--- src/rtl/core/bls_pkg.sv ---
// ----------------------------------------------------------------------------
// Bounded LIFO stack package
// Command and status codes, and the control word shared by the stack cells.
// ----------------------------------------------------------------------------
`default_nettype none

package bls_pkg;

	// Command codes carried by an input beat.
	localparam logic [1:0] CMD_PUSH = 2'd0;
	localparam logic [1:0] CMD_POP  = 2'd1;
	localparam logic [1:0] CMD_PEEK = 2'd2;

	// Status codes carried by a result beat.
	localparam logic [1:0] ST_OK        = 2'd0;
	localparam logic [1:0] ST_OVERFLOW  = 2'd1;
	localparam logic [1:0] ST_UNDERFLOW = 2'd2;
	localparam logic [1:0] ST_BADPOS    = 2'd3;

	// Control word broadcast to every cell of the chain.
	typedef struct packed {
		logic push;   // every entry moves one cell away from the top
		logic pop;    // every entry moves one cell towards the top
		logic load;   // read chain takes a copy of the entries
		logic shift;  // read chain moves one cell towards the top
	} cell_ctrl_t;

endpackage

`default_nettype wire

--- src/rtl/core/bls_cell.sv ---
// ----------------------------------------------------------------------------
// Bounded LIFO stack cell
// Holds one stack entry and one read-chain word, each handed on to the
// neighbouring cells under the shared control word.
// ----------------------------------------------------------------------------
`default_nettype none

module bls_cell #(
	parameter int DATA_WIDTH = 32
) (
	input  wire                      clk,
	input  wire bls_pkg::cell_ctrl_t ctrl,
	input  wire [DATA_WIDTH-1:0]     entry_above,
	input  wire [DATA_WIDTH-1:0]     entry_below,
	input  wire [DATA_WIDTH-1:0]     rd_below,
	output logic [DATA_WIDTH-1:0]    entry,
	output logic [DATA_WIDTH-1:0]    rd
);
	import bls_pkg::*;

	logic [DATA_WIDTH-1:0] entry_q;
	logic [DATA_WIDTH-1:0] rd_q;

	// The entry moves down on a push and up on a pop.
	always_ff @(posedge clk) begin
		if (ctrl.push) begin
			entry_q <= entry_above;
		end else if (ctrl.pop) begin
			entry_q <= entry_below;
		end
	end

	// The read chain is loaded from the entries, then walks towards the top.
	always_ff @(posedge clk) begin
		if (ctrl.load) begin
			rd_q <= entry_q;
		end else if (ctrl.shift) begin
			rd_q <= rd_below;
		end
	end

	assign entry = entry_q;
	assign rd    = rd_q;

endmodule

`default_nettype wire

--- config.mk ---
export PLATFORM = sky130hd
export DESIGN_NAME = bls_cell
export DESIGN_NICKNAME = d
export VERILOG_FILES = /design/src/rtl/core/bls_pkg.sv /design/src/rtl/core/bls_cell.sv
export SDC_FILE = /design/constraint.sdc
export NUM_CORES = 1
export LEC_CHECK = 0
export CORE_ASPECT_RATIO = 1.1
export CORE_MARGIN = 5
export CORE_UTILIZATION = 40
export DETAILED_ROUTE_END_ITERATION = 7
export DONT_BUFFER_PORTS = 1
export GPL_TIMING_DRIVEN = 0
export PLACE_DENSITY_LB_ADDON = 0.3
export SYNTH_ARGS = -nofsm -noshare
export SYNTH_HDL_FRONTEND = slang
export SYNTH_SLANG_ARGS = --single-unit
export TNS_END_PERCENT = 5
--- constraint.sdc ---
create_clock -name clk -period 3 [get_ports clk]
set_input_delay 0.45 -clock clk [delete_from_list [all_inputs] [get_ports clk]]
set_output_delay 0.45 -clock clk [all_outputs]
set_load 0.03 [all_outputs]
Word level (Yosys, flattened, before mapping)
Cells that the tools add are included.
Cells by class
  mux-type cells: 4
  reduce and logical (&&, ||, !) cells: 2
Operators with widths (count)
  32-bit two-way mux: 4
  2-bit nonzero test: 2
Word-level totals
  register bits after elaboration: 64
  input bits: 101
  logic and storage cells: 8

Longest topological paths before layout
  word-level depth: 2
  mapped depth: 3

Worst setup path before layout
OpenSTA, ideal clock, no wires.
  kind: input to register
  from: input port ctrl[3] in the netlist's numbering
  to: register entry_q[0] (netlist: entry[0]), enable pin
  library setup time: 390 ps
  arrival time: 1472 ps
  data required time: 2610 ps
  path slack: 1137 ps
  cell stages on the path: 3
  cells stage by stage: buf_6 -> buf_12 -> or2_1
Between the ends
  cells in the longest elaborated chain, start to end: 1
RTL lines
  start, declared: line bls_cell.sv:12  | input wire bls_pkg::cell_ctrl_t ctrl,
  2-bit nonzero test (no line)
  end signal, assigned: line bls_cell.sv:27  | entry_q <= entry_above;
  end signal, assigned: line bls_cell.sv:29  | entry_q <= entry_below;
  end, declared: line bls_cell.sv:21  | logic [DATA_WIDTH-1:0] entry_q;
Every way passes these cells.
A chain may end at the register's enable or synchronous reset.

Worst setup path in the final report
  from: input port ctrl[3] in the netlist's numbering
  to: register entry_q[12] (netlist: entry[12]), enable pin
The elaborated chain is that of the path after synthesis.

==> results.md <==
- DRC: 0
- Total gr overflow: 0
- Final setup vio count: 0
- Nets@finish: 250
- Input/output buffers: 0
- Vias: 1288
- Critical Path RT: ~3.0 ns
- Largest net degree at the start of global routing: 33
- Die area: ~9400 µm²
- Routability cong.: 0.741
- Placed wire-length estimate: 4650 µm
- Core Footprint: 7390 µm²
- Synth Cell Area: between 3000 and 4000 µm²
- Worst ir drop on vdd: about 290 µV
- CP Max Fanout: 32
- Clock skew: 0.00712 ns
- Post-synth top area share: 0.637
- First-pass GRT wire length: approximately 8700 µm
- Max cap viols: 0
- TritonCTS clock tree: yes
- Arrival time worst endpoint: roughly 1.4 ns
- DR iter-0 viols: 46
- Clock transition at path regs: roughly 0.08 ns
- Vias in the first global route: around 1500
- Main synth FF type: edfxtp_1
- CTS buffer count: 9
- Register bit total from synthesis: 64
- Slew Viols, Final: 0
- Most frequent cells after synthesis: edfxtp_1 (64), mux2_4 (58), buf_12 (6), mux2_2 (6)
- Worst Hold Class: input port to flip-flop
- CP Class: input port to flip-flop
- Hold_buf cts: 0
- WL per Instance: around 25 µm
- Initial core utilization: 0.408
- Share of cells above drive strength 1: 0.584
- Endpoints failing hold: 0
- Crit path launch type: input port
- Std-Cell Rows: 33
- Avg Synthesized Cell Area: ~22 µm²
- Final clock period utilization by the worst path: 0.478
- Sequential share of the synthesized area: 0.637
- Chip Width: 92.8 µm
- Yosys warnings: 0
- Mux cell area share after synthesis: 0.311
- Slew headroom: 0.471
- Worst hold path depth: 1
- DR pass1 iterations: 3
- RSZ-0062 raised after global routing: false
- Placed inst area: about 3100 µm²
- Final TNS setup: 0 ns
- Post-Syn Nets: roughly 240
- Largest family of logic cells by synthesized area: multiplexers
- Gates resized, CTS repair: 0
- CTS Buffer Depth: 2
- Crit path capture type: flip-flop
- Finished Cell Area: 3370 µm²
- Cell variety after synth: 6
- Most common cell in the netlist: edfxtp_1
- Status: finished clean
- Leading area contributor after synthesis: edfxtp_1
- Worst Reg-to-Reg Cells: 1
- Synthesized instance count: 138
- Vias per inst: approximately 5.3
- Post-Synth XOR/XNOR Area: 0
- Slew at the pin with the worst max-slew slack: about 0.79 ns
- Min Tclk post-route: about 1.4 ns
- Peak Freq: roughly 700 MHz
- # H-tree levels: 3
- Fraction of registers with async set/reset: 0
- Final wirelength: between 5000 and 6000 µm
- CTS Root Cell: clkbuf_8
- Number of flops mapped to enable cells by yosys: 64
- Antenna Violating Nets Remaining: 0
- Layout area overhead: 11.7%
- CTS Sinks: 64
- PD cells: ~730 nW/µm²
- Post-synthesis compound-gate area fraction: 0
- Ranking of synthesized cells by area: edfxtp_1 (64%), mux2_4 (29%), buf_12 (4.0%)
- # IOs: roughly 170
- Synth Area in Simple Gates: 0.00415
- Diode count: 0
- Initial antenna violation count: 0
- Post-CTS Setup Bufs: 0
- Die Y: 101 µm
- GRT Overall Usage: 0.127
- LEAKAGE: about 1.3 nW
- Worst skew pair latency: roughly 0.33 ns
- Post-synthesis adder-cell area fraction: 0
==> report_power, final <==
part | leakage [nW] | switching [mW] | internal (mW) | total [mW]
Clock | 0.119 | 0.339 | 0.553 | 0.892
Combinational | 0.573 | 0.0652 | 0.131 | 0.196
Sequential | 0.652 | 0.254 | 1.11 | 1.37
Total | 1.34 | 0.658 | 1.80 | 2.46
==> worst max-delay path: stages <==
cell and delay [ns]:
buf_6 0.13, buf_12 0.15, or2_2 0.64
==> cells by family (layout without fill, tap and decap cells) <==
kind of cell / after synthesis / count (layout)
multiplexers: 64 / 64
buffers and inverters: 8 / 24
flip-flops: 64 / 64
AND/OR/NAND/NOR: 2 / 2
==> per-stage QoR <==
| stage | hold WS (ns) | utilization | setup WS [ns] | power, mW | cells |
|---|---|---|---|---|---|
| floorplan | 0.667 | - | 1.14 | 1.54 | 138 |
| global placement | 0.668 | 0.423 | 0.803 | 1.58 | 225 |
| detailed placement | 0.670 | 0.423 | 0.677 | 1.59 | 225 |
| CTS | 0.314 | 0.456 | 1.06 | 2.49 | 241 |
| global route | 0.298 | 0.456 | 1.52 | 2.55 | 241 |
| finish | 0.330 | 0.456 | 1.57 | 2.46 | 241 |
==> state kept, by name (all words and copies together), names as in the netlist <==
register and flops:
entry 32, rd 32
==> per-layer routing <==
| layer | routed length [µm] | track usage | vias up |
|---|---|---|---|
| met5 | 0 | 0 | - |
| met4 | 65 | 0.0406 | 0 |
| li1 | - | - | 560 |
| met1 | 2090 | 0.126 | 620 |
| met3 | 713 | 0.0777 | 8 |
| met2 | 3130 | 0.220 | 100 |
==> layout make-up <==
class / count / area [µm²]
Tap cell: 87 / 109
Sequential cell: 64 / 1920
Fill cell: 618 / 4020
Clock buffer: 9 / 124
Multi-Input combinational cell: 66 / 951
Buffer: 8 / 143
Clock inverter: 7 / 120
==> final timing paths <==
path                       startpoint             endpoint  slack (ns)
setup / recovery              ctrl[3]  entry[12]$_DFFE_PP_        1.57
hold / removal         entry_above[3]   entry[3]$_DFFE_PP_        0.33
setup reg to reg   entry[0]$_DFFE_PP_      rd[0]$_DFFE_PP_        1.88
hold reg to reg   entry[19]$_DFFE_PP_     rd[19]$_DFFE_PP_        0.84
==> placed cells by master (no fill, tap or decap) <==
cell type   count
clkinv_4        2
mux2_2          6
edfxtp_1       64
buf_12          6
bufinv_16       3
or2_2           2
mux2_4         58
buf_6           2
clkbuf_8        9
clkinv_2        1
clkinvlp_4      1
(Power assumes the default switching activity.)
